--- src/irfb_pkg.sv ---
// Package: shared constants, types and helper functions for the rotation frame buffer.
`timescale 1ns / 1ps
`default_nettype none
package irfb_pkg;

  localparam int MAX_DIM      = 64;
  localparam int MAX_CHANNELS = 4;
  localparam int DEPTH        = MAX_DIM * MAX_DIM;
  localparam int ADDR_W       = $clog2(DEPTH);
  localparam int CNT_W        = ADDR_W + 1;
  localparam int DIM_W        = $clog2(MAX_DIM + 1);
  localparam int POS_W        = $clog2(MAX_DIM);
  localparam int PIX_W        = 32;
  localparam int CH_W         = 3;
  localparam int MODE_W       = 2;
  localparam int CFG_IDX_W    = 2;
  localparam int CFG_DATA_W   = 7;

  typedef enum logic [MODE_W-1:0] {
    MODE_CW  = 2'd0,
    MODE_CCW = 2'd1,
    MODE_180 = 2'd2
  } mode_e;

  typedef enum logic [CFG_IDX_W-1:0] {
    CFG_WIDTH    = 2'd0,
    CFG_HEIGHT   = 2'd1,
    CFG_CHANNELS = 2'd2,
    CFG_MODE     = 2'd3
  } cfg_idx_e;

  typedef enum logic {
    ACT_STORE = 1'b0,
    ACT_FETCH = 1'b1
  } action_e;

  typedef struct packed {
    action_e            action;
    logic [PIX_W-1:0]   pixel_in;
  } in_word_t;

  typedef struct packed {
    logic [PIX_W-1:0]   pixel_out;
    logic               last;
  } out_word_t;

  typedef struct packed {
    logic [DIM_W-1:0]   width;
    logic [DIM_W-1:0]   height;
    logic [CH_W-1:0]    channels;
    logic [MODE_W-1:0]  mode;
  } cfg_t;

  typedef struct packed {
    logic               wr_en;
    logic               rd_en;
    logic [ADDR_W-1:0]  addr;
    logic [PIX_W-1:0]   wr_data;
  } mem_req_t;

  // Zero acts as one, anything above MAX_DIM acts as MAX_DIM.
  function automatic logic [DIM_W-1:0] clamp_dim(input logic [DIM_W-1:0] v);
    logic [DIM_W-1:0] r;
    r = v;
    if (v == '0) begin
      r = DIM_W'(1);
    end else if (v > DIM_W'(MAX_DIM)) begin
      r = DIM_W'(MAX_DIM);
    end
    return r;
  endfunction

  // Byte enable mask for the valid channels, clamped to 1..MAX_CHANNELS.
  function automatic logic [PIX_W-1:0] channel_mask(input logic [CH_W-1:0] ch);
    logic [CH_W-1:0]  n;
    logic [PIX_W-1:0] m;
    n = ch;
    if (ch == '0) begin
      n = CH_W'(1);
    end else if (ch > CH_W'(MAX_CHANNELS)) begin
      n = CH_W'(MAX_CHANNELS);
    end
    for (int k = 0; k < PIX_W / 8; k++) begin
      m[k*8 +: 8] = (CH_W'(k) < n) ? 8'hFF : 8'h00;
    end
    return m;
  endfunction

endpackage
`default_nettype wire

--- src/irfb_addr_gen.sv ---
// Address generator: load counter, rotated fetch position and memory request.
`timescale 1ns / 1ps
`default_nettype none
module irfb_addr_gen (
  input  wire                      clk_i,
  input  wire                      rst_ni,
  input  wire                      start_i,
  input  irfb_pkg::in_word_t       in_word_i,
  input  irfb_pkg::cfg_t           cfg_i,
  output irfb_pkg::mem_req_t       req_o,
  output logic                     last_o
);
  import irfb_pkg::*;

  logic [CNT_W-1:0]       load_count_q, load_count_d;
  logic [POS_W-1:0]       out_row_q, out_row_d;
  logic [POS_W-1:0]       out_col_q, out_col_d;

  logic [DIM_W-1:0]       w, h, ow, oh, ow_m1, oh_m1;
  logic [2*DIM_W-1:0]     total;
  logic [POS_W-1:0]       r, c, sr, sc;
  logic [POS_W+DIM_W-1:0] prod, idx;
  logic                   col_end, row_end;

  always_comb begin
    w     = clamp_dim(cfg_i.width);
    h     = clamp_dim(cfg_i.height);
    total = {{DIM_W{1'b0}}, w} * {{DIM_W{1'b0}}, h};

    if (cfg_i.mode == MODE_CW || cfg_i.mode == MODE_CCW) begin
      ow = h;
      oh = w;
    end else begin
      ow = w;
      oh = h;
    end
    ow_m1 = ow - DIM_W'(1);
    oh_m1 = oh - DIM_W'(1);

    // Clamp the position into the current rotated frame for addressing.
    r = ({1'b0, out_row_q} < oh) ? out_row_q : oh_m1[POS_W-1:0];
    c = ({1'b0, out_col_q} < ow) ? out_col_q : ow_m1[POS_W-1:0];

    case (cfg_i.mode)
      MODE_CW: begin
        sr = POS_W'(h - DIM_W'(1) - {1'b0, c});
        sc = r;
      end
      MODE_CCW: begin
        sr = c;
        sc = POS_W'(w - DIM_W'(1) - {1'b0, r});
      end
      default: begin
        sr = POS_W'(h - DIM_W'(1) - {1'b0, r});
        sc = POS_W'(w - DIM_W'(1) - {1'b0, c});
      end
    endcase

    prod = {{DIM_W{1'b0}}, sr} * {{POS_W{1'b0}}, w};
    idx  = prod + {{DIM_W{1'b0}}, sc};

    col_end = ({1'b0, out_col_q} >= ow_m1);
    row_end = ({1'b0, out_row_q} >= oh_m1);

    req_o.wr_en   = 1'b0;
    req_o.rd_en   = 1'b0;
    req_o.addr    = idx[ADDR_W-1:0];
    req_o.wr_data = in_word_i.pixel_in;
    last_o        = 1'b0;

    load_count_d = load_count_q;
    out_row_d    = out_row_q;
    out_col_d    = out_col_q;

    if (start_i) begin
      if (in_word_i.action == ACT_STORE) begin
        // Drop stores once the frame is full.
        if ({1'b0, load_count_q} < total) begin
          req_o.wr_en  = 1'b1;
          req_o.addr   = load_count_q[ADDR_W-1:0];
          load_count_d = load_count_q + CNT_W'(1);
        end
      end else begin
        req_o.rd_en = 1'b1;
        if (col_end) begin
          if (row_end) begin
            last_o       = 1'b1;
            out_row_d    = '0;
            out_col_d    = '0;
            load_count_d = '0;
          end else begin
            out_col_d = '0;
            out_row_d = out_row_q + POS_W'(1);
          end
        end else begin
          out_col_d = out_col_q + POS_W'(1);
        end
      end
    end
  end

  always_ff @(posedge clk_i or negedge rst_ni) begin
    if (!rst_ni) begin
      load_count_q <= '0;
      out_row_q    <= '0;
      out_col_q    <= '0;
    end else begin
      load_count_q <= load_count_d;
      out_row_q    <= out_row_d;
      out_col_q    <= out_col_d;
    end
  end

endmodule
`default_nettype wire

--- config.mk ---
export PLATFORM = sky130hd
export DESIGN_NAME = irfb_addr_gen
export DESIGN_NICKNAME = d
export VERILOG_FILES = /design/src/irfb_pkg.sv /design/src/irfb_addr_gen.sv
export SDC_FILE = /design/constraint.sdc
export NUM_CORES = 1
export LEC_CHECK = 0
export ABC_AREA = 0
export CORE_UTILIZATION = 68
export DETAILED_ROUTE_END_ITERATION = 6
export DONT_BUFFER_PORTS = 1
export PLACE_DENSITY_LB_ADDON = 0.3
export SLEW_MARGIN = 40
export SYNTH_ARGS = -nofsm -noshare
export SYNTH_HDL_FRONTEND = slang
export SYNTH_SLANG_ARGS = --single-unit
--- constraint.sdc ---
create_clock -name clk_i -period 31.5 [get_ports clk_i]
set_input_delay 3.15 -clock clk_i [delete_from_list [all_inputs] [get_ports clk_i]]
set_output_delay 3.15 -clock clk_i [all_outputs]
set_load 0.005 [all_outputs]
Word level (Yosys, flattened, before mapping)
Index checks and enable logic that the tools add are counted.

storage, ports and cells
  flip-flop bits (word level) = 25
  input port bits = 55
  output and inout bits = 47
  logic and storage cells = 61

operators by class
  add/sub/neg operators = 12
  multiply operators = 2
  $lt $le $gt $ge = 7
  eq/ne operators = 3
  multiplexer cells = 26
  reductions and logical operators = 8

operators with widths
  kind                   number
  $mux 13                4
  $mux 7                 6
  $mux 12                2
  $mux 6                 4
  $pmux 6 s2             2
  $sub 6x6->6            4
  $ge 6x7->1             2
  $gt 7x7->1 const B     2
  $logic_not 7->1        2
  $lt 13x14->1           1
  $lt 6x7->1             2
  $mul 7x7->14           1
  $mux 14                1
  $sub 7x1->7 const B    2
  $add 13x1->13 const B  1
  $add 12x6->12          1
  $add 6x1->6 const B    2
  $mul 6x7->12           1
  $sub 6x1->6 const B    2
  $mux 1                 7
  $ne 2x1->1 const B     2
  $reduce_and 4->1       1
  $reduce_and 3->1       1
  $eq 2x1->1 const B     1
  4 further kinds        4

Logic depth before layout (Yosys ltp)
Gate-level depths: netlist of the first run.

  depth after elaboration = 13
  depth in mapped cells = 43
  gate-level depth less buffers = 43

Worst setup path after synthesis of the first run
OpenSTA, ideal clock, no wires.

  kind = input port to output port
  from = input cfg_i[11] (netlist bit)
  to = output req_o[43] (netlist bit)
  arrival = 11.346 ns
  required time = 28.350 ns
  path slack = 17.004 ns
  cell stages on the path = 42
  path buffers = 1
  path through = clkbuf_1 inv_1 and2_1 inv_2 nor2_1 a21oi_1 inv_1 ha_1 nor2b_1 o211ai_1 a41oi_1 a31oi_1 inv_1 a21oi_1 a21oi_1 mux2i_1 a21oi_1 ha_1 [... 6 more ...] a21oi_1 or2_2 fa_1 fa_1 inv_1 fa_1 inv_1 fa_1 inv_1 ha_1 inv_1 o21bai_1 a21oi_1 o21ai_0 and4_1 nor3_1 xnor2_1 mux2_4

RTL lines
  item             RTL line             source
  start, declared  irfb_addr_gen.sv:9   input irfb_pkg::cfg_t cfg_i,
  end, declared    irfb_addr_gen.sv:10  output irfb_pkg::mem_req_t req_o,

==> results of run 1 <==
-- metrics by stage --
stage / instances / power, mW
final: 984 / 0.508
after global routing: 984 / 0.566
after CTS: 984 / 0.506
after detailed placement: 980 / 0.481
after global placement: 980 / 0.464
after floorplan: 902 / 0.395
-- per-layer routing --
metal  global-route usage [%]  vias up
met2                     57.7      220
met5                        0        -
met3                     3.02       57
met4                     12.7        0
met1                     42.0     2853
li1                         -     2877
-- where the power goes --
group | leakage [nW] | internal [mW] | total [mW] | switching (mW)
clock network | 0.0228 | 0.00914 | 0.0216 | 0.0125
registers | 0.330 | 0.0397 | 0.0545 | 0.0148
logic | 3.07 | 0.183 | 0.432 | 0.249
-- registers in the layout, summed over array words and instances (netlist names) --
signal / count
out_col_q: 6
out_row_q: 6
load_count_q: 13
-- worst reg2reg max path, cell delays in order, from the launching register on --
cell and delay, ps:
dfrtp_1 430, inv_1 110, ha_1 300, a21boi_0 170, o21a_1 140, o21a_1 110
o21a_1 110, o21ai_0 120, a21oi_1 360, nand2_1 270, nor2_1 280, buf_4 260
o21ai_0 110
-- logic make-up (layout without fill, tap and decap cells) --
kind of cell             count (synthesis)  in the layout  synth area share (%)
AND/OR/NAND/NOR                        302            302                  20.5
buffers and inverters                  173            122                  11.2
adder cells (fa/ha/maj)                160            160                  33.7
AO/OA/AOI/OAI                          158            158                  14.5
XOR/XNOR                                60             60                  7.48
flip-flops                              25             25                  8.91
multiplexers                            24             24                  3.67
-- path summary, 6_finish.rpt --
path	endpoint	cells after the start
worst max-delay path	req_o[43]	42
worst min register to register	load_count_q[12]	2
worst max register to register	load_count_q[1]	12
worst min-delay path	load_count_q[12]	2
min in group asynchronous	out_row_q[5]	0
max in group asynchronous	load_count_q[10]	0
-- cells in the mapped netlist, types with 2 or more instances --
| master | count |
|---|---|
| inv_1 | 111 |
| mux2_2 | 10 |
| o211ai_1 | 5 |
| xor2_1 | 28 |
| a31oi_1 | 2 |
| or3b_2 | 3 |
| or3_1 | 2 |
| a311oi_1 | 3 |
| buf_4 | 35 |
| nand3_1 | 18 |
| nor2b_1 | 18 |
| buf_1 | 2 |
| nand2_1 | 105 |
| o21ai_0 | 50 |
| dfrtp_1 | 25 |
| nor4_1 | 4 |
| a21oi_1 | 42 |
| a211oi_1 | 4 |
| and4_1 | 2 |
| mux2i_1 | 13 |
| o21bai_1 | 5 |
| xnor2_1 | 32 |
| o31ai_1 | 3 |
| nand3b_1 | 4 |
| or4_1 | 2 |
| and2_1 | 11 |
| nor3_1 | 6 |
| fa_1 | 49 |
| a21boi_0 | 3 |
| and3_1 | 7 |
| or2_2 | 7 |
| a21o_1 | 10 |
| o21a_1 | 14 |
| nand2b_1 | 15 |
| ha_1 | 111 |
| nor2_1 | 81 |
| inv_2 | 2 |
| nand4_1 | 10 |
| a21oi_2 | 2 |
| clkbuf_1 | 20 |
| a41oi_1 | 2 |
| buf_2 | 2 |
-- layout make-up --
| class | instances | area (sq um) |
|---|---|---|
| fill | 834 | 2980 |
| inverter | 114 | 428 |
| clock buffer | 4 | 45.0 |
| multi-input combinational | 704 | 5640 |
| sequential | 25 | 626 |
| tap | 133 | 166 |
| timing repair buffer | 4 | 30.0 |
==> impl_metrics.py, run 1 <==
metrics = {
    "logic_synthesis": {
        "synth_flop_cell": "dfrtp_1",
        "synthDistinctLibCells": 64,
        "syn_area_per_cell_sq_um": 7.78,
        "yosysSeqAreaShare_pct": 8.91,
        "synth_area_sq_um": 7020,
        "syn_inst": 902,
        "synth_edf_count": 0,
        "synth_nets": 1117,
        "synth.ff_latch_count": 25,
        "synth.top_cells.by_area": "ha_1 (20%), fa_1 (14%), dfrtp_1 (8.9%)",
        "ys_warn_count": 0,
        "async_flop_share_pct": 100,
        "synth_top_area_cell": "ha_1",
        "yosys.area.top_type_share_pct": 19.8,
    },
    "detailed_routing": {
        "drt_iter0_markers": 438,
        "drc_errors": 0,
        "avgViaCountPerCell": 6.10,
        "route.met2.wl_microns": 8460,
        "num_vias": 6007,
        "drt_wl_total_microns": 17100,
        "met3WireLength_microns": 1180,
        "drt_first_pass_iters": 5,
        "top_layer": "met4",
        "ant_nets": 0,
        "m1WireLength_microns": 6980,
        "routedWlPerCell_microns": 17.4,
    },
    "power": {
        "p_leak_nw": 3.42,
        "vdd_drop_max_mv": 0.0729,
        "p_per_area_nw_per_um2": 73.3,
    },
    "finish": {
        "antenna_cells": 0,
        "area_growth_pct": -1.28,
        "drive_above_1_share_pct": 4.82,
        "post-route-util_pct": 69.9,
        "final_cell_mix": "inv_1 (111), ha_1 (111), nand2_1 (105), nor2_1 (81), o21ai_0 (50)",
        "nNetsFinal": 1067,
        "final_cell_area_sq_um": 6930,
    },
    "worst_setup_path": {
        "startpoint": "cfg_i[6]",
        "critPathMaxFanout": 7,
        "cpPeakStageDelay_ps": 560,
        "worstPathArrival_ps": 12530,
        "required_ps": 28350,
        "r2r_start": "out_col_q[0]",
        "worst-path-buf-inv": 7,
        "cp-start-kind": "primary input",
        "rrSetupSlack_ps": 28610,
        "crit_type": "in -> out",
        "crit_slowest_cell": "fa_1",
        "crit_family": "adder cells",
        "cp-end-kind": "output pin",
    },
    "sta": {
        "final_max_slew_viol_count": 0,
        "relSlewSlack_pct": 47.0,
        "holdWs_ps": 573,
        "worst_pin_slew_ps": 793,
        "setup_ws_ps": 15820,
        "fin_crit_sh_pct": 49.8,
        "rsz0062_at_grt": "no",
        "fmax_mhz": 63.8,
        "fin_crit_ps": 15680,
        "skew_ps": 7.68,
        "finalSetupTns_ps": 0,
        "finalSetupViolCount": 0,
        "finalHoldViolations": 0,
    },
    "floorplan": {
        "rows": 36,
        "dieArea_sq_um": 10700,
        "dieHeight_microns": 104,
        "fp.dieW_microns": 104,
        "io_pins": 102,
        "initial_core_util_pct": 70.9,
        "core_sq_um": 9910,
    },
    "clock_network": {
        "cts_max_path_buffers": 2,
        "clock_latency_ps": 290,
        "cts_hold_buffers": 0,
        "htree_levels": 1,
        "cts_root_buffer": "clkbuf_8",
        "cts_resized": 0,
        "cts_tree": "done",
        "cts_inserted_buffers": 3,
        "clk_pin_slew_ps": 100,
        "cts_sinks": 25,
        "post-cts-setup-buffers": 0,
    },
    "status": {
        "outcome": "finished, final reports clean",
    },
    "grt": {
        "grt_pass1_wl_microns": 28900,
        "overflow": 0,
        "first_global_vias": 6059,
        "track_usage_pct": 33.0,
        "antenna_found_initial": 0,
        "grt_max_degree": 36,
    },
    "run": {
        "cap_violations": 0,
    },
    "worst_hold_path": {
        "hold_path.class": "reg -> reg",
        "worstHoldStart": "load_count_q[12]",
    },
    "place": {
        "place_hpwl_microns": 14200,
        "dp_slack_ps": 15900,
        "io_buffers": 0,
        "dpl_cell_area_sq_um": 6880,
        "place.gp.congestion": 0.956,
    },
}
No activity file was read; power rests on OpenSTA's default activity.
==> inputs of run 2 (changes only) <==
CORE_UTILIZATION = 61   (was 68)
clock period = 13.7 ns   (was 31.5 ns; I/O delays follow)
==> run 2 against run 1 <==
Cell count rose by 0.81%. Cell area rose by 0.61%. Die area rose by 11%. Clock-buffer cell count did not move. Critical path depth did not move. Worst setup slack got worse by 14000 ps. Critical path type unchanged. Largest power group unchanged.
==> impl_metrics.py, run 2 (synthesized netlist as in run 1, its figures left out) <==
metrics = {
    "power": {
        "p_seq_share_pct": 10.6,
        "p_per_area_nw_per_um2": 169,
        "share_comb_of_total_power_pct": 83.4,
        "clockPowerShare_pct": 6.0,
        "p_leak_nw": 3.44,
        "sw_frac_of_total_pct": 53.3,
        "vdd_drop_max_mv": 0.172,
        "p_sw_uw": 629,
        "p_int_uw": 552,
    },
    "clock_network": {
        "htree_levels": 1,
        "cts_max_path_buffers": 2,
        "clock_latency_ps": 270,
        "cts_hold_buffers": 0,
        "cts_inserted_buffers": 3,
        "cts_tree": "done",
        "cts_sinks": 25,
        "clk_pin_slew_ps": 70,
        "post-cts-setup-buffers": 0,
        "cts_root_buffer": "clkbuf_16",
        "cts_resized": 0,
    },
    "detailed_routing": {
        "drc_errors": 0,
        "avgViaCountPerCell": 5.94,
        "drt_wl_total_microns": 17100,
        "num_vias": 5894,
        "drt_first_pass_iters": 5,
        "ant_nets": 0,
        "routedWlPerCell_microns": 17.2,
        "drt_iter0_markers": 421,
    },
    "worst_setup_path": {
        "cpPeakStageDelay_ps": 550,
        "cp-end-kind": "output pin",
        "cp-start-kind": "primary input",
        "crit_family": "adder cells",
        "crit_slowest_cell": "fa_1",
        "worstPathArrival_ps": 10650,
        "required_ps": 12330,
        "critPathMaxFanout": 7,
        "worst-path-buf-inv": 7,
        "crit_type": "in -> out",
    },
    "finish": {
        "top_regs": "load_count_q: 13 flops, out_col_q: 6 flops, out_row_q: 6 flops",
        "largest_reg_flops": 13,
        "fill_cells": 984,
        "largest_register": "load_count_q",
        "drive_above_1_share_pct": 4.81,
        "area_growth_pct": -0.677,
        "antenna_cells": 0,
        "nNetsFinal": 1068,
        "final_cell_mix": "inv_1 (111), ha_1 (111), nand2_1 (105), nor2_1 (81), o21ai_0 (50)",
        "instances_no_fill": 992,
    },
    "sta": {
        "finalHoldViolations": 0,
        "worst_pin_slew_ps": 815,
        "fmax_mhz": 83.2,
        "fin_crit_sh_pct": 87.8,
        "skew_ps": 7.12,
        "finalSetupViolCount": 0,
        "rsz0062_at_grt": "no",
        "final_max_slew_viol_count": 0,
        "relSlewSlack_pct": 45.5,
        "fin_crit_ps": 12020,
        "finalSetupTns_ps": 0,
    },
    "grt": {
        "track_usage_pct": 30.6,
        "first_global_vias": 6060,
        "overflow": 0,
        "antenna_found_initial": 0,
        "grt_pass1_wl_microns": 28500,
        "grt_max_degree": 36,
    },
    "place": {
        "dp.cells": 988,
        "place.gp.congestion": 0.927,
        "io_buffers": 0,
        "place_hpwl_microns": 14400,
    },
    "run": {
        "cap_violations": 0,
    },
    "status": {
        "outcome": "finished, final reports clean",
    },
    "floorplan": {
        "io_pins": 102,
        "core_sq_um": 11000,
        "fp.dieW_microns": 109,
        "dieHeight_microns": 109,
        "dieArea_sq_um": 11900,
        "rows": 38,
        "initial_core_util_pct": 63.7,
    },
    "worst_hold_path": {
        "hold_path.class": "reg -> reg",
    },
}
-- run 2: cell types whose count changed in the layout (fill, tap and decap cells not counted) --
cell	before	now
o32ai_1	0	1
buf_4	4	5
o32ai_2	1	0
clkbuf_8	3	0
clkbuf_16	0	3
-- run 2: worst paths after layout --
| kind | startpoint | slack, ps | endpoint | depth (start not counted) |
|---|---|---|---|---|
| hold reg to reg | load_count_q[12] | 590 | load_count_q[12] | 2 |
| setup reg to reg | out_col_q[0] | 10880 | out_row_q[5] | 11 |
| setup / recovery | cfg_i[6] | 1680 | req_o[43] | 42 |
| hold / removal | load_count_q[12] | 590 | load_count_q[12] | 2 |
| min in group asynchronous | rst_ni | 780 | load_count_q[0] | 0 |
| max in group asynchronous | rst_ni | 12840 | out_col_q[0] | 0 |
-- run 2: cell type report --
cell class,instances,area (sq um),share of cell area (%)
Clock buffer,4,78.8,1.13
Sequential cell,25,626,8.97
Inverter,114,428,6.14
Multi-Input combinational cell,704,5630,80.7
Tap cell,140,175,2.51
Timing Repair Buffer,5,37.5,0.538
-- run 2: power groups by stage --
stage | Clock [mW] | Sequential [mW] | Combinational, mW
2_1_floorplan | 0 | 0.111 | 0.797
3_3_place_gp | 0 | 0.124 | 0.943
3_5_place_dp | 0 | 0.126 | 0.979
4_1_cts | 0.0713 | 0.124 | 0.989
5_1_grt | 0.0739 | 0.128 | 1.13
6_report | 0.0704 | 0.125 | 0.985
-- run 2: through the flow --
| step | worst slack, ps | instance area (sq um) | util (%) | total power [mW] | hold WS [ps] |
|---|---|---|---|---|---|
| floorplan | 2760 | 7020 | - | 0.908 | 506 |
| global placement | 1880 | 6890 | 62.5 | 1.07 | 533 |
| detailed placement | 1770 | 6900 | 62.5 | 1.10 | 565 |
| CTS | 1760 | 6970 | 63.2 | 1.18 | 584 |
| global route | 1100 | 6970 | 63.2 | 1.33 | 594 |
| finish | 1680 | 6970 | 63.2 | 1.18 | 586 |
-- run 2: worst register-to-register path, cell delays in order, from the launching register on --
cell	delay, ps
dfrtp_1	430
inv_1	100
ha_1	300
a21boi_0	170
o21a_1	130
o21a_1	100
o21a_1	100
o21ai_0	110
a211oi_2	640
nand4_1	210
or2_2	310
a21oi_1	140
-- run 2: metal layers --
metal  track usage (%)  up-vias  part of all wire, %
met5                 0        -                    0
met1              37.6     2802                   43
met2              53.8      172                   47
met4              13.7        0                  4.3
li1                  -     2876                    -
met3              3.20       44                  5.1
